[src/hdl/gss_pkg.sv]
package gss_pkg;

	localparam int BW_W = 40;
	localparam int CRIT_W = 48;
	localparam int STEP_W = BW_W + 1;
	localparam int SUM_W = BW_W + 3;
	localparam int ITER_W = 7;
	localparam int R_SHIFT = 16;
	localparam logic [R_SHIFT-1:0] R_NUM = 16'd40503;
	localparam int EPS_LSB = 7;
	localparam int OQ_DEPTH = 3;
	localparam int OQ_CNT_W = 2;

	localparam logic signed [CRIT_W-1:0] CRIT_MAX = {1'b0, {(CRIT_W-1){1'b1}}};

	localparam logic REQ_START = 1'b0;
	localparam logic REQ_ANSWER = 1'b1;

	localparam logic [1:0] ST_SUCCESS = 2'd0;
	localparam logic [1:0] ST_FAILED = 2'd1;
	localparam logic [1:0] ST_TERM = 2'd2;

	localparam logic [1:0] CFG_LOWER = 2'd0;
	localparam logic [1:0] CFG_UPPER = 2'd1;
	localparam logic [1:0] CFG_ADAPT = 2'd2;

	typedef enum logic [1:0] {
		PH_IDLE = 2'd0,
		PH_INIT_A = 2'd1,
		PH_INIT_B = 2'd2,
		PH_LOOP = 2'd3
	} phase_t;

	typedef enum logic [2:0] {
		KIND_PROBE = 3'd0,
		KIND_OPTIMUM = 3'd1,
		KIND_STOPPED = 3'd2,
		KIND_TERM = 3'd3,
		KIND_INVALID = 3'd4
	} out_kind_t;

	typedef struct packed {
		logic req_type;
		logic signed [CRIT_W-1:0] criterion_value;
		logic criterion_finite;
		logic [1:0] eval_status;
	} in_item_t;

	typedef struct packed {
		out_kind_t out_kind;
		logic probe_slot;
		logic [BW_W-1:0] bandwidth;
		logic last;
	} out_item_t;

	typedef struct packed {
		logic [BW_W-1:0] lower_bound;
		logic [BW_W-1:0] upper_bound;
		logic adaptive_mode;
	} cfg_regs_t;

	typedef struct packed {
		logic [1:0] n;
		out_item_t item0;
		out_item_t item1;
	} push_t;

endpackage

[src/hdl/golden_section_search_driver.sv]
// A result item enters the registered result queue when its causing item is accepted.
// Throughput: one answer item per cycle while the queue has room and out_stall is low;
// a start item queues two probe items, limited by the three-entry result queue.
// Criterion compares, the 40x16 step multiply and the probe adders are combinational.
// Reset (async, active low): bounds and adaptive mode to zero, search idle,
// criteria to the largest value, result queue empty.
module golden_section_search_driver #(
	parameter int MAX_ITER = 100,
	parameter int FRAC_BITS = 16
) (
	input logic clk,
	input logic arst_n,
	input logic in_valid,
	output logic in_stall,
	input gss_pkg::in_item_t in_data,
	output logic out_valid,
	input logic out_stall,
	output gss_pkg::out_item_t out_data,
	input logic cfg_we,
	input logic [1:0] cfg_index,
	input logic [gss_pkg::BW_W-1:0] cfg_data
);
	import gss_pkg::*;

	cfg_regs_t cfg_q;
	push_t push;
	logic [OQ_CNT_W-1:0] q_count;
	logic [OQ_CNT_W:0] need;
	logic in_accept;

	always_ff @(posedge clk or negedge arst_n) begin
		if (!arst_n) begin
			cfg_q <= '0;
		end else if (cfg_we) begin
			case (cfg_index)
				CFG_LOWER: cfg_q.lower_bound <= cfg_data;
				CFG_UPPER: cfg_q.upper_bound <= cfg_data;
				CFG_ADAPT: cfg_q.adaptive_mode <= cfg_data[0];
				default: ;
			endcase
		end
	end

	always_comb begin
		need = (in_data.req_type == REQ_START) ? (OQ_CNT_W+1)'(2) : (OQ_CNT_W+1)'(1);
		in_stall = ({1'b0, q_count} + need) > (OQ_CNT_W+1)'(OQ_DEPTH);
		in_accept = in_valid && !in_stall;
	end

	gss_core #(
		.MAX_ITER(MAX_ITER),
		.FRAC_BITS(FRAC_BITS)
	) u_core (
		.clk(clk),
		.arst_n(arst_n),
		.accept(in_accept),
		.in_data(in_data),
		.cfg(cfg_q),
		.push(push)
	);

	gss_outq u_outq (
		.clk(clk),
		.arst_n(arst_n),
		.push(push),
		.out_stall(out_stall),
		.out_valid(out_valid),
		.out_data(out_data),
		.count(q_count)
	);

`ifndef SYNTHESIS
	a_start_gives_result: assert property (@(posedge clk) disable iff (!arst_n)
		in_accept && in_data.req_type == REQ_START |=> out_valid)
		else $error("start item produced no result");

	a_final_fields: assert property (@(posedge clk) disable iff (!arst_n)
		out_valid && out_data.out_kind != KIND_PROBE |-> !out_data.probe_slot && out_data.last)
		else $error("final result with probe slot or without last");

	a_empty_no_stall: assert property (@(posedge clk) disable iff (!arst_n)
		!out_valid |-> !in_stall)
		else $error("input stalled while result queue is empty");
`endif

endmodule

[src/hdl/gss_outq.sv]
module gss_outq (
	input logic clk,
	input logic arst_n,
	input gss_pkg::push_t push,
	input logic out_stall,
	output logic out_valid,
	output gss_pkg::out_item_t out_data,
	output logic [gss_pkg::OQ_CNT_W-1:0] count
);
	import gss_pkg::*;

	out_item_t ent_q [OQ_DEPTH];
	out_item_t ent_d [OQ_DEPTH];
	logic [OQ_CNT_W-1:0] cnt_q;
	logic [OQ_CNT_W:0] cnt_d;
	logic [OQ_CNT_W:0] base;
	logic pop;

	always_comb begin
		pop = (cnt_q != '0) && !out_stall;
		base = {1'b0, cnt_q} - {{OQ_CNT_W{1'b0}}, pop};
		for (int i = 0; i < OQ_DEPTH; i++) begin
			if (pop && (i < OQ_DEPTH - 1)) begin
				ent_d[i] = ent_q[(i < OQ_DEPTH - 1) ? i + 1 : i];
			end else begin
				ent_d[i] = ent_q[i];
			end
			if ((push.n != 2'd0) && (base == (OQ_CNT_W+1)'(i))) begin
				ent_d[i] = push.item0;
			end
			if ((push.n == 2'd2) && (base + 1'b1 == (OQ_CNT_W+1)'(i))) begin
				ent_d[i] = push.item1;
			end
		end
		cnt_d = base + {1'b0, push.n};
	end

	always_ff @(posedge clk or negedge arst_n) begin
		if (!arst_n) begin
			cnt_q <= '0;
		end else begin
			cnt_q <= cnt_d[OQ_CNT_W-1:0];
		end
	end

	always_ff @(posedge clk) begin
		for (int i = 0; i < OQ_DEPTH; i++) begin
			ent_q[i] <= ent_d[i];
		end
	end

	assign out_valid = (cnt_q != '0);
	assign out_data = ent_q[0];
	assign count = cnt_q;

endmodule

[src/hdl/gss_core.sv]
module gss_core #(
	parameter int MAX_ITER = 100,
	parameter int FRAC_BITS = 16
) (
	input logic clk,
	input logic arst_n,
	input logic accept,
	input gss_pkg::in_item_t in_data,
	input gss_pkg::cfg_regs_t cfg,
	output gss_pkg::push_t push
);
	import gss_pkg::*;

	localparam logic [SUM_W-1:0] UNIT = SUM_W'(1) << FRAC_BITS;
	localparam logic [SUM_W-1:0] HALF = UNIT >> 1;
	localparam logic [SUM_W-1:0] FRAC_MASK = ~(UNIT - SUM_W'(1));
	localparam logic [SUM_W-1:0] BW_LIMIT = {{(SUM_W-BW_W){1'b0}}, {BW_W{1'b1}}};

	function automatic logic [BW_W-1:0] to_floor(logic signed [SUM_W-1:0] v, logic adapt);
		logic [SUM_W-1:0] u;
		u = v[SUM_W-1] ? '0 : v;
		if (adapt) begin
			u = u & FRAC_MASK;
		end
		return u[BW_W-1:0];
	endfunction

	function automatic logic [BW_W-1:0] to_round(logic signed [SUM_W-1:0] v, logic adapt);
		logic [SUM_W-1:0] u;
		u = v[SUM_W-1] ? '0 : v;
		if (adapt) begin
			u = (u + HALF) & FRAC_MASK;
			if (u > BW_LIMIT) begin
				u = u - UNIT;
			end
		end
		return u[BW_W-1:0];
	endfunction

	phase_t phase_q, phase_d;
	logic [BW_W-1:0] p1_q, p2_q;
	logic signed [CRIT_W-1:0] c1_q, c2_q;
	logic signed [STEP_W-1:0] step_q;
	logic [ITER_W-1:0] iter_q;
	logic [1:0] s1_q, s2_q;
	logic pend_q;

	logic is_start;
	logic signed [CRIT_W-1:0] crit_in, c1_e, c2_e;
	logic [1:0] st_in, s1_e, s2_e;
	logic [ITER_W-1:0] iter_e;

	logic signed [STEP_W-1:0] mul_in, mul_abs, step_new, step_abs;
	logic [BW_W-1:0] mul_mag;
	logic [BW_W+R_SHIFT-1:0] mul_prod;
	logic [BW_W-1:0] mul_res;
	logic signed [SUM_W-1:0] step_x, floor_arg, round_arg;
	logic [BW_W-1:0] floor_res, round_res;

	logic signed [CRIT_W:0] crit_diff, crit_abs;
	logic one_lt, both_ok, any_term, init_inv, pass, decide_en, advance;

	always_comb begin
		is_start = (in_data.req_type == REQ_START);
		crit_in = in_data.criterion_finite ? in_data.criterion_value : CRIT_MAX;
		st_in = (in_data.eval_status == ST_SUCCESS || in_data.eval_status == ST_TERM) ?
			in_data.eval_status : ST_FAILED;

		c1_e = c1_q;
		c2_e = c2_q;
		s1_e = s1_q;
		s2_e = s2_q;
		iter_e = iter_q;
		case (phase_q)
			PH_INIT_A: begin
				c1_e = crit_in;
				s1_e = st_in;
			end
			PH_INIT_B: begin
				c2_e = crit_in;
				s2_e = st_in;
			end
			PH_LOOP: begin
				if (!pend_q) begin
					c1_e = crit_in;
					s1_e = st_in;
				end else begin
					c2_e = crit_in;
					s2_e = st_in;
				end
				iter_e = iter_q + 1'b1;
			end
			default: ;
		endcase

		// step scaling by R, truncated toward zero
		mul_in = is_start ?
			($signed({1'b0, cfg.upper_bound}) - $signed({1'b0, cfg.lower_bound})) : step_q;
		mul_abs = mul_in[STEP_W-1] ? -mul_in : mul_in;
		mul_mag = mul_abs[BW_W-1:0];
		mul_prod = (BW_W+R_SHIFT)'(mul_mag) * (BW_W+R_SHIFT)'(R_NUM);
		mul_res = mul_prod[BW_W+R_SHIFT-1:R_SHIFT];
		step_new = mul_in[STEP_W-1] ? -$signed({1'b0, mul_res}) : $signed({1'b0, mul_res});

		step_x = {{(SUM_W-STEP_W){step_new[STEP_W-1]}}, step_new};
		if (is_start) begin
			floor_arg = $signed({{(SUM_W-BW_W){1'b0}}, cfg.lower_bound}) + step_x;
			round_arg = $signed({{(SUM_W-BW_W){1'b0}}, cfg.upper_bound}) - step_x;
		end else begin
			floor_arg = $signed({{(SUM_W-BW_W){1'b0}}, p1_q}) - step_x;
			round_arg = $signed({{(SUM_W-BW_W){1'b0}}, p2_q}) + step_x;
		end
		floor_res = to_floor(floor_arg, cfg.adaptive_mode);
		round_res = to_round(round_arg, cfg.adaptive_mode);

		step_abs = step_q[STEP_W-1] ? -step_q : step_q;
		crit_diff = $signed({c2_e[CRIT_W-1], c2_e}) - $signed({c1_e[CRIT_W-1], c1_e});
		crit_abs = crit_diff[CRIT_W] ? -crit_diff : crit_diff;
		one_lt = (c1_e < c2_e);
		both_ok = (s1_e == ST_SUCCESS) && (s2_e == ST_SUCCESS);
		any_term = (s1_e == ST_TERM) || (s2_e == ST_TERM);
		init_inv = (c1_q == CRIT_MAX) && (crit_in == CRIT_MAX);
		pass = both_ok && (step_abs > STEP_W'(EPS_LSB)) &&
			(crit_abs > (CRIT_W+1)'(EPS_LSB)) && (iter_e < ITER_W'(MAX_ITER));
		decide_en = !is_start &&
			((phase_q == PH_INIT_B && !any_term && !init_inv) || phase_q == PH_LOOP);
		advance = decide_en && pass;
	end

	always_comb begin
		phase_d = phase_q;
		if (accept) begin
			if (is_start) begin
				phase_d = PH_INIT_A;
			end else begin
				case (phase_q)
					PH_INIT_A: phase_d = PH_INIT_B;
					PH_INIT_B, PH_LOOP: phase_d = advance ? PH_LOOP : PH_IDLE;
					default: phase_d = PH_IDLE;
				endcase
			end
		end
	end

	always_comb begin
		push.n = 2'd0;
		push.item0 = '{out_kind: KIND_PROBE, probe_slot: 1'b0, bandwidth: floor_res, last: 1'b0};
		push.item1 = '{out_kind: KIND_PROBE, probe_slot: 1'b1, bandwidth: round_res, last: 1'b1};
		if (accept) begin
			if (is_start) begin
				push.n = 2'd2;
			end else if (phase_q == PH_INIT_B && any_term) begin
				push.n = 2'd1;
				push.item0 = '{out_kind: KIND_TERM, probe_slot: 1'b0, bandwidth: '0, last: 1'b1};
			end else if (phase_q == PH_INIT_B && init_inv) begin
				push.n = 2'd1;
				push.item0 = '{out_kind: KIND_INVALID, probe_slot: 1'b0, bandwidth: '0,
					last: 1'b1};
			end else if (decide_en) begin
				push.n = 2'd1;
				if (pass && one_lt) begin
					push.item0 = '{out_kind: KIND_PROBE, probe_slot: 1'b0, bandwidth: round_res,
						last: 1'b1};
				end else if (pass) begin
					push.item0 = '{out_kind: KIND_PROBE, probe_slot: 1'b1, bandwidth: floor_res,
						last: 1'b1};
				end else if (both_ok) begin
					push.item0 = '{out_kind: KIND_OPTIMUM, probe_slot: 1'b0,
						bandwidth: one_lt ? p1_q : p2_q, last: 1'b1};
				end else if (any_term) begin
					push.item0 = '{out_kind: KIND_TERM, probe_slot: 1'b0, bandwidth: '0,
						last: 1'b1};
				end else begin
					push.item0 = '{out_kind: KIND_STOPPED, probe_slot: 1'b0, bandwidth: '0,
						last: 1'b1};
				end
			end
		end
	end

	always_ff @(posedge clk or negedge arst_n) begin
		if (!arst_n) begin
			phase_q <= PH_IDLE;
			p1_q <= '0;
			p2_q <= '0;
			c1_q <= CRIT_MAX;
			c2_q <= CRIT_MAX;
			step_q <= '0;
			iter_q <= '0;
			s1_q <= ST_SUCCESS;
			s2_q <= ST_SUCCESS;
			pend_q <= 1'b0;
		end else begin
			phase_q <= phase_d;
			if (accept) begin
				if (is_start) begin
					step_q <= step_new;
					p1_q <= floor_res;
					p2_q <= round_res;
					c1_q <= CRIT_MAX;
					c2_q <= CRIT_MAX;
					iter_q <= '0;
					s1_q <= ST_SUCCESS;
					s2_q <= ST_SUCCESS;
					pend_q <= 1'b0;
				end else begin
					c1_q <= (advance && !one_lt) ? c2_e : c1_e;
					c2_q <= (advance && one_lt) ? c1_e : c2_e;
					s1_q <= s1_e;
					s2_q <= s2_e;
					iter_q <= iter_e;
					if (phase_q == PH_INIT_A) begin
						pend_q <= 1'b1;
					end else if (advance) begin
						pend_q <= !one_lt;
					end
					if (advance) begin
						step_q <= step_new;
						if (one_lt) begin
							p2_q <= p1_q;
							p1_q <= round_res;
						end else begin
							p1_q <= p2_q;
							p2_q <= floor_res;
						end
					end
				end
			end
		end
	end

endmodule
[config.mk]
export PLATFORM = sky130hd
export DESIGN_NAME = golden_section_search_driver
export DESIGN_NICKNAME = d
export VERILOG_FILES = /design/src/hdl/gss_pkg.sv /design/src/hdl/golden_section_search_driver.sv /design/src/hdl/gss_outq.sv /design/src/hdl/gss_core.sv
export SDC_FILE = /design/constraint.sdc
export NUM_CORES = 2
export LEC_CHECK = 0
export ABC_CLOCK_PERIOD_IN_PS = 20100
export BUFFER_PORTS_ARGS = -buffer_cell sky130_fd_sc_hd__buf_2
export CORE_MARGIN = 8
export CORE_UTILIZATION = 60
export CTS_CLUSTER_DIAMETER = 30
export DETAILED_ROUTE_END_ITERATION = 10
export GPL_TIMING_DRIVEN = 0
export PLACE_DENSITY = 0.77
export SETUP_SLACK_MARGIN = 0.1
export SYNTH_ARGS = -nofsm -noshare
export SYNTH_HDL_FRONTEND = slang
export SYNTH_HIERARCHICAL = 1
export SYNTH_SLANG_ARGS = --single-unit
[constraint.sdc]
create_clock -name clk -period 20.1 [get_ports clk]
set_input_delay 4.02 -clock clk [delete_from_list [all_inputs] [get_ports clk]]
set_output_delay 4.02 -clock clk [all_outputs]
set_load 0.05 [all_outputs]
=== Word-level counts from Yosys, hierarchy flattened ===
Memories as Yosys holds them, arrays and structs flattened.
Cells that the tools add are included.

* Register bits after elaboration: 314
* Memory bits (writable): 135
* Input bits: 99
* Output and inout port bits: 47
* Logic and storage cells: 164
* Memories: 1

* $add $sub $neg: 17
* Multipliers: 1
* Order comparisons: 6
* Equality and inequality tests: 17
* Mux-type cells: 64
* Reduce and logical (&&, ||, !) cells: 44

{| class="wikitable"
|+ Memories
! memory !! depth !! width !! rd ports !! clocked after Yosys merged registers in !! wr ports !! line !! source
|-
| u_outq.ent_q || 3 || 45 || 3 || 0 || 3 || gss_outq.sv:12 || <nowiki>out_item_t ent_q [OQ_DEPTH];</nowiki>
|}

{| class="wikitable"
|+ Operators with widths
! kind !! count
|-
| $mux W45 || 10
|-
| $mux W40 || 11
|-
| $mux W48 || 7
|-
| $mux W41 || 5
|-
| $pmux W48 S2 || 2
|-
| $mux W47 || 3
|-
| $mux W43 || 3
|-
| $eq A48 B48 Y1 const B || 2
|-
| $mux W44 || 2
|-
| $add A41 B41 Y42 || 2
|-
| $sub A41 B41 Y42 || 2
|-
| $mul A40 B16 Y56 const B || 1
|-
| $gt A49 B4 Y1 const B || 1
|-
| $mux W49 || 1
|-
| $neg A49 Y49 || 1
|-
| $sub A48 B48 Y49 || 1
|-
| $lt A48 B48 Y1 || 1
|-
| $mux W46 || 1
|-
| $add A42 B16 Y43 const B || 1
|-
| $gt A43 B40 Y1 const B || 1
|-
| $mux W42 || 1
|-
| $gt A41 B4 Y1 const B || 1
|-
| $neg A40 Y41 || 1
|-
| $neg A41 Y41 || 1
|-
| 29 further kinds || 87
|}

=== Depth between registers and ports, before layout ===
* Word-level depth: 24
* Mapped depth: 88
* Depth with buffers taken out: 81

=== Cells and area by module ===
The synthesis kept the hierarchy.

{| class="wikitable"
|+ By module, submodules not included
! module !! times used !! cells an instance !! area an instance (µm²) !! sequential area each (µm²)
|-
| gss_core || 1 || 6390 || 47460.5 || 5898.2
|-
| gss_outq || 1 || 636 || 7290.7 || 4103.9
|-
| golden_section_search_driver || 1 || 178 || 3049.2 || 2026.9
|}

=== Least setup slack after synthesis ===
OpenSTA, ideal clock, no wires.

* Path kind: input port to flip-flop
* Start: input port in_data[51] (netlist name)
* End: memory u_outq/ent_q[0][122] (netlist name) (data pin)
* Library setup time: 260 ps
* Arrival time: 22252 ps
* Required time: 19840 ps
* Slack: -2411 ps
* Cell stages on the path: 75
* Buffers on the path: 21
* Cell sequence: clkbuf_1 buf_1 clkbuf_1 buf_1 buf_1 buf_1 clkbuf_1 clkbuf_1 clkbuf_1 buf_1 buf_1 clkbuf_1 clkbuf_1 o21ai_0 xor2_1 ha_1 fa_1 fa_1 (+39 left out) inv_1 nor2_1 and4b_1 clkbuf_1 and2_1 o31ai_1 o21a_1 o21ai_0 nor2_1 a41oi_1 or4_1 buf_2 mux2i_1 mux2_2 or3_1 o211ai_1 a21oi_1 mux2_2

{| class="wikitable"
|+ RTL lines
! element !! line !! source
|-
| start: declaration || golden_section_search_driver.sv:15 || <nowiki>input gss_pkg::in_item_t in_data,</nowiki>
|-
| end: declaration || gss_outq.sv:12 ||
|}

==> reports/results.ini <==
[global_route]
grt_pass1_vias = 60500
grt_pass1_wl_um = 362000
busiest_layer = met2
use_met1 = 0.536
grt_max_degree = 112
grt_antenna_before_repair = 8
overflow = 0
grt_usage = 0.435
met2_usage = 0.660
use_met3 = 0.146

[floorplan]
die_y_um = 326
initial_core_util = 0.601
chipWidth_um = 326
num_rows = 114
io_pins = 146
core_area_um2 = 96100
dieArea_um2 = 107000

[clocking]
insertion_delay_ns = 0.71
cts_buffers = 104
cts_tree = done
cts_hold_buf = 0
path_clk_slew_ns = 0.05
ctsRootBufferMaster = clkbuf_16
cts_buffer_depth = 3
htreeDepth = 3
cts_num_sinks = 449

[synthesis]
synth_top_area_frac = 0.103
synth_edf_count = 135
yosysTopAreaCell = ha_1
avgSynthCellArea_um2 = 8.02
synth.distinct_cells = 125
netlist_area_um2 = 57800
synth.area.top_cells = ha_1 (10%), dfrtp_1 (9.5%), fa_1 (9.5%)
syn_inst = 7204
yosys.cell_count.top_type = nor2_1
synth-main-ff-cell = dfrtp_1
ys_top_cells_by_count = nor2_1 (779), inv_1 (620), a21oi_1 (600)
ys_ff_latch = 449
synthArstFlopShare = 0.699
ys_seq_area_frac = 0.208
yosys_warnings = 6

[sta]
finalHoldViolCount = 0
worst_slack_ns = -0.0991
min_period_ns = 20.20
clock_skew_ns = 0.0530
fmax_mhz = 49.5
slew-limit-headroom = -0.0512
finalCritPeriodShare = 1.00
setup-violations-final = 11
worst_pin_slew_ns = 1.56
finalMaxSlewViolations = 9

[setup_path]
worstRegToRegCells = 80
crit_arrival_ns = 20.63
r2r_end = u_outq/ent_q[0][128]
crit_family = simple AND/OR/NAND/NOR gates
crit_fanout = 10
crit_slowest_cell = a211oi_1
path_buf_inv = 20
end_kind = flip-flop
cpPeakStageDelay_ns = 0.85
path_class = primary input to flip-flop
start_kind = primary input
timing.rr.start = cfg_q[42]
required_ns = 20.53
ff2ff_setup_slack_ns = 0.02

[place]
dp_hpwl_um = 186000
dp_cells = 8642
io_buffers = 145
placed_area_um2 = 60700
gp_congestion = 1.04

[drt]
drt-initial-drc-count = 9783
vias = 64200
route.detailed.drc = 11
drt-pass1-iter-count = 11
ant_nets = 0
postRouteWirelength_um = 254000
drt-vias-per-instance = 7.00
wl_per_cell_um = 27.6

[finish]
postLayoutCoreUtil = 0.743
drive_gt1_frac = 0.207
post-route-cell-area_um2 = 71400
fin_nets = 8655
final_cells = 9181
areaGrowthSynthToFinish_pct = 23.6

[hold_path]
min_path_type = flip-flop to flip-flop
hold_path_end = u_core/c2_q[6]
hold_start = u_core/c2_q[6]
hold_depth = 1

[run_status]
outcome = finished with violations
violations = design-rule violations, max-capacitance violations, max-slew violations, negative setup slack

[run]
maxCapViolations = 2

final cells by class:
class	instances	area [um2]
fill	7055	24700
tap	1276	1600
multi-input combinational	5716	45500
timing repair buffer	506	3810
antenna	6	15.0
clock inverter	79	948
sequential	449	12000
buffer	407	2430
inverter	623	2350
clock buffer	119	2780
cell families after synthesis:
kind of cell | after synthesis | synth area share
xor+xnor | 348 | 0.0540
simple gates | 2239 | 0.181
other cells | 2 | 0.000130
fa+ha+maj | 759 | 0.199
buf+inv | 1042 | 0.0728
flops | 449 | 0.208
compound gates | 2183 | 0.250
mux | 182 | 0.0346
cells in the final DEF (no fill, tap or decap), types with 36 or more instances in the layout:
master / netlist / layout
a211oi_1: 58 / 49
a21o_1: 132 / 129
a21oi_1: 600 / 556
a2bb2oi_1: 47 / 47
a31oi_1: 141 / 127
and2_1: 46 / 38
buf_2: 27 / 165
buf_4: 55 / 390
clkbuf_1: 287 / 240
clkbuf_16: 0 / 118
dfrtp_1: 220 / 220
dfstp_2: 94 / 94
edfxtp_1: 135 / 135
fa_1: 274 / 269
ha_1: 475 / 424
ha_4: 0 / 36
inv_1: 620 / 598
mux2_2: 138 / 134
mux2i_1: 40 / 37
nand2_1: 575 / 555
nand2b_1: 49 / 46
nand3_1: 176 / 174
nand4_1: 91 / 91
nor2_1: 779 / 751
nor2b_1: 96 / 90
nor3_1: 169 / 158
nor4_1: 40 / 36
o211ai_1: 70 / 70
o21a_1: 63 / 62
o21ai_0: 468 / 416
o21bai_1: 42 / 38
o32a_1: 94 / 94
or3_1: 42 / 36
xnor2_1: 203 / 143
xor2_1: 139 / 98
stage by stage:
step	setup WS, ns	setup TNS (ns)	hold slack (ns)
floorplan	0.114	0	0.456
global placement	-6.41	-892.69	0.491
detailed placement	-6.46	-914.19	0.495
CTS	0.107	0	0.511
global route	-0.282	-11.27	0.515
finish	-0.0991	-0.486	0.509
routing by layer:
layer,part of all wire,vias to the layer above
met5,0.00097,-
li1,-,27100
met4,0.080,10
met1,0.36,30500
met2,0.43,5216
met3,0.14,1388
timing repair:
item	in CTS	in global routing
pin swaps	121	151
endpoints found under the setup margin	200	139
cloned	0	3
gates resized for setup	551	297
setup buffers	189	155
worst max-delay path by stage:
| stage | start | to | slack, ns | cells past startpoint |
|---|---|---|---|---|
| detailed placement | in_data[51] | u_outq/ent_q[0][40] | -6.46 | 77 |
| CTS | in_data[51] | u_outq/ent_q[0][122] | 0.11 | 80 |
| floorplan | in_data[51] | u_outq/ent_q[0][122] | 0.11 | 76 |
| finish | in_data[51] | u_outq/ent_q[0][128] | -0.1 | 74 |
| global route | in_data[51] | u_outq/ent_q[0][122] | -0.28 | 76 |
| global placement | in_data[51] | u_outq/ent_q[0][28] | -6.41 | 68 |
state kept, by name, indices dropped and copies added (netlist names):
signal	cells
u_core/c2_q	48
u_outq/ent_q	135
u_core/p2_q	40
u_core/step_q	41
u_core/s1_q	2
u_core/s2_q	2
cfg_q	81
u_outq/count	2
u_core/p1_q	40
u_core/pend_q	1
u_core/phase_q	2
u_core/iter_q	7
u_core/c1_q	48
Power is not shown: default switching activity piles up to over one toggle a cycle in this logic, so the estimate is an artifact.
